--- src/double_ended_queue_with_search_core_macros.svh ---
// Assertion macros used by the double-ended queue with search.
`ifndef DOUBLE_ENDED_QUEUE_WITH_SEARCH_CORE_MACROS_SVH
`define DOUBLE_ENDED_QUEUE_WITH_SEARCH_CORE_MACROS_SVH

// The consequent must hold in the same cycle as the antecedent.
`define DEQS_ASSERT_SAME(label, clk, rst_n, ante, cons) \
    label: assert property (@(posedge clk) disable iff (!(rst_n)) (ante) |-> (cons)) \
        else $error("deque assertion failed in the same cycle");

// The consequent must hold in the cycle after the antecedent.
`define DEQS_ASSERT_NEXT(label, clk, rst_n, ante, cons) \
    label: assert property (@(posedge clk) disable iff (!(rst_n)) (ante) |=> (cons)) \
        else $error("deque assertion failed one cycle later");

`endif

--- src/deqs_pkg.sv ---
// Package with sizes, command and status codes, states and index helpers of the deque.
package deqs_pkg;

    // Storage depth and the widths that follow from it.
    localparam int DEPTH  = 64;
    localparam int ADDR_W = (DEPTH > 1) ? $clog2(DEPTH) : 1;
    localparam int CNT_W  = $clog2(DEPTH + 1);

    // Fixed field widths of one command beat and one result beat.
    localparam int CMD_W    = 3;
    localparam int VALUE_W  = 32;
    localparam int COUNT_W  = 7;
    localparam int STATUS_W = 2;

    // Command codes.
    localparam logic [CMD_W-1:0] CMD_PUSH_FRONT = 3'd0;
    localparam logic [CMD_W-1:0] CMD_PUSH_BACK  = 3'd1;
    localparam logic [CMD_W-1:0] CMD_POP_FRONT  = 3'd2;
    localparam logic [CMD_W-1:0] CMD_POP_BACK   = 3'd3;
    localparam logic [CMD_W-1:0] CMD_SEARCH     = 3'd4;

    // Status codes.
    localparam logic [STATUS_W-1:0] STS_OK    = 2'd0;
    localparam logic [STATUS_W-1:0] STS_EMPTY = 2'd1;
    localparam logic [STATUS_W-1:0] STS_FULL  = 2'd2;

    // Full-queue count as a typed constant.
    localparam logic [CNT_W-1:0] CNT_FULL = CNT_W'(DEPTH);

    // Controller states.
    typedef enum logic {
        S_IDLE,
        S_SEARCH
    } t_state;

    // Fold a sum below twice the depth back into the circular index range.
    function automatic logic [ADDR_W-1:0] f_wrap(input logic [ADDR_W:0] sum);
        logic [ADDR_W:0] folded;
        folded = sum;
        if (sum >= (ADDR_W + 1)'(DEPTH)) begin
            folded = sum - (ADDR_W + 1)'(DEPTH);
        end
        return folded[ADDR_W-1:0];
    endfunction

    // Step a circular index back by one.
    function automatic logic [ADDR_W-1:0] f_dec(input logic [ADDR_W-1:0] idx);
        logic [ADDR_W-1:0] prev;
        if (idx == '0) begin
            prev = ADDR_W'(DEPTH - 1);
        end else begin
            prev = idx - ADDR_W'(1);
        end
        return prev;
    endfunction

endpackage

--- src/double_ended_queue_with_search_core.sv ---
// Bounded double-ended queue of 32-bit values with a front-to-back search.
//
// Channel   Direction  Handshake                  Fields
// command   in         i_start high, o_busy low   i_command, i_value
// result    out        o_done strobe, one cycle   o_found, o_count, o_status
//
// Pushes, pops and unknown commands finish in one cycle: the result beat is on the
// ports in the cycle after the command is taken, and a new command may be taken then.
// A search reads one entry per cycle through the single read port of the entry memory
// and holds o_busy high during the walk; the result comes in the cycle after the compare
// that hits, or after the compare of the last entry. Reset clears the head index and
// count at once; the entry memory needs no clearing pass.
// The receiver cannot stall: every result beat is taken in the cycle it is shown.
module double_ended_queue_with_search_core (
    input  logic                                  i_clk,
    input  logic                                  i_rst_n,
    input  logic                                  i_start,
    input  logic [deqs_pkg::CMD_W-1:0]            i_command,
    input  logic signed [deqs_pkg::VALUE_W-1:0]   i_value,
    output logic                                  o_busy,
    output logic                                  o_done,
    output logic                                  o_found,
    output logic [deqs_pkg::COUNT_W-1:0]          o_count,
    output logic [deqs_pkg::STATUS_W-1:0]         o_status
);
    import deqs_pkg::*;

    // Control state.
    t_state              r_state, n_state;
    logic [ADDR_W-1:0]   r_head,  n_head;
    logic [CNT_W-1:0]    r_count, n_count;
    logic                r_done,  n_done;

    // Payload state.
    logic [CNT_W-1:0]    r_idx,    n_idx;
    logic [VALUE_W-1:0]  r_key,    n_key;
    logic                r_found,  n_found;
    logic [STATUS_W-1:0] r_status, n_status;

    // Entry memory with a registered read port.
    logic [VALUE_W-1:0]  r_mem [DEPTH];
    logic [VALUE_W-1:0]  r_rd_data;
    logic                w_we;
    logic [ADDR_W-1:0]   w_waddr;
    logic [ADDR_W-1:0]   w_raddr;
    logic [ADDR_W-1:0]   w_front_slot;
    logic [ADDR_W-1:0]   w_back_slot;

    assign w_front_slot = f_dec(r_head);
    assign w_back_slot  = f_wrap((ADDR_W + 1)'(r_head) + (ADDR_W + 1)'(r_count));

    // Next state, memory access and result for each command.
    always_comb begin
        n_state  = r_state;
        n_head   = r_head;
        n_count  = r_count;
        n_done   = 1'b0;
        n_idx    = r_idx;
        n_key    = r_key;
        n_found  = r_found;
        n_status = r_status;
        w_we     = 1'b0;
        w_waddr  = r_head;
        w_raddr  = r_head;
        case (r_state)
            S_IDLE: begin
                if (i_start) begin
                    n_done   = 1'b1;
                    n_found  = 1'b0;
                    n_status = STS_OK;
                    n_key    = i_value;
                    n_idx    = CNT_W'(1);
                    case (i_command)
                        CMD_PUSH_FRONT: begin
                            if (r_count == CNT_FULL) begin
                                n_status = STS_FULL;
                            end else begin
                                w_we    = 1'b1;
                                w_waddr = w_front_slot;
                                n_head  = w_front_slot;
                                n_count = r_count + CNT_W'(1);
                            end
                        end
                        CMD_PUSH_BACK: begin
                            if (r_count == CNT_FULL) begin
                                n_status = STS_FULL;
                            end else begin
                                w_we    = 1'b1;
                                w_waddr = w_back_slot;
                                n_count = r_count + CNT_W'(1);
                            end
                        end
                        CMD_POP_FRONT: begin
                            if (r_count == '0) begin
                                n_status = STS_EMPTY;
                            end else begin
                                n_head  = f_wrap((ADDR_W + 1)'(r_head) + (ADDR_W + 1)'(1));
                                n_count = r_count - CNT_W'(1);
                            end
                        end
                        CMD_POP_BACK: begin
                            if (r_count == '0) begin
                                n_status = STS_EMPTY;
                            end else begin
                                n_count = r_count - CNT_W'(1);
                            end
                        end
                        CMD_SEARCH: begin
                            // The front entry is read at this edge; on a non-empty queue results wait for the walk.
                            if (r_count != '0) begin
                                n_done  = 1'b0;
                                n_state = S_SEARCH;
                            end
                        end
                        default: begin
                        end
                    endcase
                end
            end
            S_SEARCH: begin
                // Compare the entry read last cycle and fetch the one after it.
                w_raddr = f_wrap((ADDR_W + 1)'(r_head) + (ADDR_W + 1)'(r_idx));
                if (r_rd_data == r_key) begin
                    n_done  = 1'b1;
                    n_found = 1'b1;
                    n_state = S_IDLE;
                end else if (r_idx == r_count) begin
                    n_done  = 1'b1;
                    n_found = 1'b0;
                    n_state = S_IDLE;
                end else begin
                    n_idx = r_idx + CNT_W'(1);
                end
            end
            default: begin
                n_state = S_IDLE;
            end
        endcase
    end

    // Control registers.
    always_ff @(posedge i_clk) begin
        if (!i_rst_n) begin
            r_state <= S_IDLE;
            r_head  <= '0;
            r_count <= '0;
            r_done  <= 1'b0;
        end else begin
            r_state <= n_state;
            r_head  <= n_head;
            r_count <= n_count;
            r_done  <= n_done;
        end
    end

    // Payload registers.
    always_ff @(posedge i_clk) begin
        r_idx    <= n_idx;
        r_key    <= n_key;
        r_found  <= n_found;
        r_status <= n_status;
    end

    // Entry memory: one write and one registered read per cycle.
    always_ff @(posedge i_clk) begin
        if (w_we) begin
            r_mem[w_waddr] <= n_key;
        end
        r_rd_data <= r_mem[w_raddr];
    end

    // Result ports.
    assign o_busy   = (r_state == S_SEARCH);
    assign o_done   = r_done;
    assign o_found  = r_found;
    assign o_count  = COUNT_W'(r_count);
    assign o_status = r_status;

    // Checks on the controller.
`include "double_ended_queue_with_search_core_macros.svh"

    `DEQS_ASSERT_SAME(a_count_bound, i_clk, i_rst_n, 1'b1, r_count <= CNT_FULL)
    `DEQS_ASSERT_NEXT(a_short_cmd_done, i_clk, i_rst_n, i_start && !o_busy && i_command != CMD_SEARCH, o_done && !o_busy)
    `DEQS_ASSERT_SAME(a_walk_in_range, i_clk, i_rst_n, r_state == S_SEARCH, r_count != '0 && r_idx <= r_count && !o_done)
    `DEQS_ASSERT_SAME(a_found_is_ok, i_clk, i_rst_n, o_done && o_found, o_status == STS_OK)

endmodule

--- config.mk ---
export PLATFORM = sky130hd
export DESIGN_NAME = double_ended_queue_with_search_core
export DESIGN_NICKNAME = d
export VERILOG_FILES = /design/src/deqs_pkg.sv /design/src/double_ended_queue_with_search_core.sv
export VERILOG_INCLUDE_DIRS = /design/src /design/src/src
export SDC_FILE = /design/constraint.sdc
export NUM_CORES = 2
export LEC_CHECK = 0
export BUFFER_PORTS_ARGS = -buffer_cell sky130_fd_sc_hd__buf_2
export CAP_MARGIN = 20
export CORE_ASPECT_RATIO = 1.75
export CORE_UTILIZATION = 40
export CTS_BUF_LIST = sky130_fd_sc_hd__clkbuf_8 sky130_fd_sc_hd__clkbuf_16
export DETAILED_ROUTE_END_ITERATION = 8
export PLACE_DENSITY_LB_ADDON = 0.12
export SETUP_SLACK_MARGIN = 0.5
export SYNTH_ARGS = -nofsm -noshare
export SYNTH_HDL_FRONTEND = slang
export SYNTH_SLANG_ARGS = --single-unit
--- constraint.sdc ---
create_clock -name i_clk -period 6.29 [get_ports i_clk]
set_input_delay 1.258 -clock i_clk [delete_from_list [all_inputs] [get_ports i_clk]]
set_output_delay 1.258 -clock i_clk [all_outputs]
set_load 0.005 [all_outputs]
# Word-level counts from Yosys, hierarchy flattened
# Memories as Yosys holds them, arrays and structs flattened. A register that Yosys moved wholly into a read port is not among the register bits.
# Index checks and enable logic that the tools add are counted.
[totals]
reg_bits = 57
ramBits = 2048
inputBits = 38
output_inout_bits = 12
word_cells = 96
n_memories = 1
[memory_table]
columns = ["name", "words", "word_bits", "read_ports", "rd_ports_with_merged_regs", "wr", "line_no", "rtl"]
rows = [
  ["r_mem", 64, 32, 1, 1, 1, "double_ended_queue_with_search_core.sv:41", "logic [VALUE_W-1:0] r_mem [DEPTH];"],
]
[classes]
add_sub_neg = 10
magnitude_cmp = 3
n_eq_ne = 14
n_mux = 46
bitwise = 1
n_reduce_logical = 13
[op_table]
columns = ["cell", "n"]
rows = [
  ["$mux W32", 2],
  ["$mux W6", 10],
  ["$mux W7", 5],
  ["$eq A32 B32 Y1", 1],
  ["$pmux W7 S2", 2],
  ["$pmux W6 S2", 2],
  ["$sub A6 B1 Y6 const B", 4],
  ["$ge A7 B7 Y1 const B", 3],
  ["$mux W1", 20],
  ["$add A6 B7 Y7", 2],
  ["$add A7 B1 Y7 const B", 2],
  ["$ne A2 B2 Y1 const B", 6],
  ["$add A6 B1 Y7 const B", 1],
  ["$eq A7 B7 Y1", 1],
  ["$eq A7 B7 Y1 const B", 1],
  ["$logic_not A7 Y1", 1],
  ["$reduce_bool A7 Y1", 1],
  ["$sub A7 B1 Y7 const B", 1],
  ["$eq A3 B2 Y1 const B", 2],
  ["$logic_not A6 Y1", 1],
  ["$pmux W1 S2", 3],
  ["$reduce_and A5 Y1", 1],
  ["$pmux W2 S2", 1],
  ["$reduce_and A2 Y1", 2],
  ["10 further kinds", 12],
]

# Longest topological paths before layout
[depth]
depth_word = 7
ltp_mapped = 13
depth_no_buf = 10

# Worst setup path after synthesis
# No wires, ideal clock.
[synth_timing]
kind = "input to register"
start = "input i_command[2] in the netlist's numbering"
end = "memory r_mem[4][0] (enable)"
setup_ns = 0.461
t_arrival_ns = 5.600
required_time_ns = 5.829
slack_ns = 0.229
path_stages = 9
path_cell_list = "clkbuf_1 > or4b_4 > a41oi_2 > o31a_1 > a2bb2oi_1 > o31ai_2 > or2_2 > clkbuf_1 > nor3_1"
[synth_between]
elab_chain_cells = 7
elab_cells_between_ends = 11
[synth_rtl]
columns = ["element", "line_no", "rtl"]
rows = [
  ["start: declaration", "double_ended_queue_with_search_core.sv:18", "input logic [deqs_pkg::CMD_W-1:0] i_command,"],
  ["$eq A3 B1 Y1 or $logic_not A3 Y1 (tied branches)", "double_ended_queue_with_search_core.sv:73", "case (i_command)"],
  ["$reduce_or A2 Y1 (no source line)", "--", ""],
  ["$mux W1", "--", ""],
  ["$mux W1", "double_ended_queue_with_search_core.sv:67", "if (i_start) begin"],
  ["$mux W1", "double_ended_queue_with_search_core.sv:65", "case (r_state)"],
  ["$mux W1", "double_ended_queue_with_search_core.sv:166", "if (w_we) begin"],
  ["$mux W1 (not written as such)", "double_ended_queue_with_search_core.sv:167", "r_mem[w_waddr] <= n_key;"],
  ["end: declaration", "double_ended_queue_with_search_core.sv:41", ""],
]
# Parallel ways exist; a longest one is shown, timed or not.

# Final worst setup path
[layout_timing]
start = "register r_count[0] (netlist: o_count[0])"
end = "memory r_mem[1][15] (enable)"
[layout_between]
elab_chain_cells = 7
elab_cells_between_ends = 16
[layout_rtl]
columns = ["element", "line_no", "rtl"]
rows = [
  ["start: declaration", "double_ended_queue_with_search_core.sv:31", "logic [CNT_W-1:0] r_count, n_count;"],
  ["start signal: assignment", "double_ended_queue_with_search_core.sv:151", "r_count <= n_count;"],
  ["$add A6 B7 Y7 or $eq A7 B7 Y1 (tied branches)", "double_ended_queue_with_search_core.sv:50, double_ended_queue_with_search_core.sv:75, double_ended_queue_with_search_core.sv:85", ""],
  ["$sub A6 B1 Y6 (tied with other cells)", "deqs_pkg.sv:41", "folded = sum - (ADDR_W + 1)'(DEPTH);"],
  ["$mux W6 or $mux W1 (tied branches)", "--", ""],
  ["$mux W6 or $mux W1 (tied branches)", "double_ended_queue_with_search_core.sv:85, double_ended_queue_with_search_core.sv:67", ""],
  ["$pmux W6 S2 or $mux W1 (tied branches)", "double_ended_queue_with_search_core.sv:73, double_ended_queue_with_search_core.sv:65", ""],
  ["$mux W6 or $mux W1 (tied branches)", "double_ended_queue_with_search_core.sv:67, double_ended_queue_with_search_core.sv:166", ""],
  ["$mux W6 or $mux W1 (tied branches)", "double_ended_queue_with_search_core.sv:65, double_ended_queue_with_search_core.sv:167", ""],
]
# Parallel ways exist; a longest one is shown, timed or not.

==> metrics <==
status=finished, final reports clean; Net Count, Synth=6982; Root Buffer=clkbuf_16; top routing layer used=met5; Routed WL=304000 um; CTS buffer count=200; Crit path largest cell delay=0.83 ns; final period utilization=0.782; Max IR drop VDD=0.000198 V; Top FF cell, synth=edfxtp_1; Detail Placement HPWL=166000 um; routed wl met3=16700 um; DR vias=59900; M1 WL=118000 um; initial antenna violation count=7; crit path max fanout=21; critical path capture point type=flip-flop; Routed WL per cell=30.9 um; # rows=227; RSZ-0062 raised after global routing=no; Nets=6897; GRT Util Overall=0.269; Lkg Pwr=32.4 nW; crit path DAT=5.44 ns; crit-path cells=or4_1 > or3_1 > mux2i_1 > o21a_1 > nor3_1 > nand3_1 > nor2_4 > buf_12; CTS tree=yes; antenna-violating nets left=0; EDFF count, synth=2058; Worst Tran Pin Value=1.19 ns; Remaining DRCs=0; sequential share of the synthesized area=0.719; Netlist cell types=61; via-per-instance ratio=6.08; starting density of the core=0.403; CP top delay family=simple AND/OR/NAND/NOR gates; area of the mapped netlist=88100 um2; Final Max Slew Viols=0; area leader, netlist=edfxtp_1; die width=357 um; clk sink count=2137; Hold Crit Class=reg2reg; max_cap viols=0; final non-filler cell total=9854; Core Box Area=219000 um2; Critical Path RT=6.81 ns; top cell type's share of synthesized area=0.701; vias in the first global route=58700; Hold Vio Cnt, Final=0; die area=222000 um2; Routability Congestion=0.908; Initial DRC Count=5858; hold slack final=0.665 ns; fmax=203 MHz; #FFs+latches synth=2137; grt total ovfl=0; # fillers=19600; Max-slew headroom=0.206; H-Tree Depth=4; worst skew pair latency=0.85 ns; Top Ports=50; largest net degree at the start of global routing=122; footprint of the multi-input gates=23500 um2; Layout Skew=0.0414 ns; Worst Path Buf+Inv=1; cts repair resizes=0; Pwr Density=321 nW/um2; Layout area overhead=12.3%; share of layout cells above drive strength 1=0.0908; CP startpoint kind=flip-flop; Clock Pin Slew Worst Setup and Hold Paths=0.06 ns; clock period minus worst slack=4.92 ns; hold_buf cts=0; Finished Core Util=0.452; first-pass GRT wire length=431000 um; Synth async-reset ratio=0; Max clock buf depth=4; met2 routed WL=155000 um; 1st-pass router iterations=8; kind of critical path=reg2reg; critical path's slowest cell=nor3_1; # setup viols final=0; Setup Total Neg Slack=0 ns; Post-CTS Setup Bufs=0; die height=623 um; FF/Latch Area=63400 um2; I/O Buffers=49; Synth Instances=6922; Yosys Warn Count=0; Synth Area per Inst=12.7 um2; synth top area cells=edfxtp_1 70%, nor2_1 4.6%, a211oi_1 4.4%; Placed Cells incl. Taps=9495
[per-stage QoR]
stage / setup WS [ns] / instance area (um2) / power [mW]
final: 1.37 / 99000 / 31.8
after global routing: 1.36 / 99000 / 32.7
after CTS: 1.49 / 98900 / 32.0
after detailed placement: 1.00 / 92600 / 20.1
after global placement: 1.06 / 92600 / 20.1
after floorplan: 0.229 / 88200 / 18.4
[worst reg2reg max path, stage by stage, from the launching register on]
cell and delay [ns]:
dfxtp_1 0.47, or4_1 0.62, or3_1 0.54, mux2i_1 0.21
o21a_1 0.22, nor3_1 0.83, nand3_1 0.64, nor2_4 0.75
buf_12 0.28
[final timing paths]
kind	start	end	slack, ns	depth (start not counted)
worst max-delay path	o_count[0]	r_mem[1][15]	1.37	8
worst max register to register	o_count[0]	r_mem[1][15]	1.37	8
worst min-delay path	o_count[6]	o_count[6]	0.66	2
worst min register to register	o_count[6]	o_count[6]	0.66	2
[synth_stat cells, drive strengths merged (7+ instances only)]
library cell / instances
nor4: 10
a211oi: 515
nand2b: 12
buf: 60
a21oi: 664
mux2i: 11
a22oi: 194
a21o: 8
xor2: 38
or3: 7
nand3: 76
clkbuf: 463
dfxtp: 79
nor2: 1076
a32oi: 31
o21ai: 15
nand2: 918
ha: 19
xnor2: 19
o211ai: 514
nor3: 52
or2: 7
edfxtp: 2058
inv: 11
and2: 8
[state kept, by name, indices dropped and copies added (netlist names), 2 cells and up]
name	cells
o_count	7
o_status	2
r_key	32
r_rd_data	32
r_idx	7
r_head	6
r_mem	2048
[cells by family (layout without fill, tap and decap cells)]
kind of cell	after synthesis	count (layout)	share of synthesized area
adder cells (fa/ha/maj)	22	22	0.00338
multiplexers	14	14	0.00163
flip-flops	2137	2137	0.719
AO/OA/AOI/OAI	1971	1971	0.150
other	0	1	0
AND/OR/NAND/NOR	2186	2186	0.0974
XOR/XNOR	57	57	0.00566
buffers and inverters	535	604	0.0230
[power by group]
part | switching [mW] | total (mW) | leakage, nW | internal (mW)
combinational | 2.72 | 3.67 | 9.84 | 0.945
sequential | 0.163 | 16.1 | 19.3 | 16.0
clock | 5.34 | 12.0 | 3.28 | 6.65
[per-layer routing]
layer,up-vias,GRT usage
met5,-,0
li1,26000,-
met3,546,0.0251
met4,2,0.121
met1,31000,0.337
met2,2344,0.468
[cell type report]
class                           count  share of cell area
Inverter                           12            0.000455
Clock inverter                    142              0.0105
Multi-Input combinational cell   4250               0.237
Antenna cell                        1           0.0000253
Sequential cell                  2137               0.641
Tap cell                         2862              0.0362
Clock buffer                      214              0.0532
Timing Repair Buffer              236              0.0219
[placed cells by master, fill, tap and decap left out, types with 38 or more instances in the layout]
master	instances
o211ai_1	514
nand3_1	76
a21oi_1	663
dfxtp_1	79
nor2_1	1049
a22oi_1	194
a211oi_1	515
nand2_1	886
buf_2	49
buf_12	41
clkbuf_16	206
xor2_1	38
clkinv_1	39
buf_4	145
inv_1	58
edfxtp_1	2058
(Power assumes the default switching activity.)
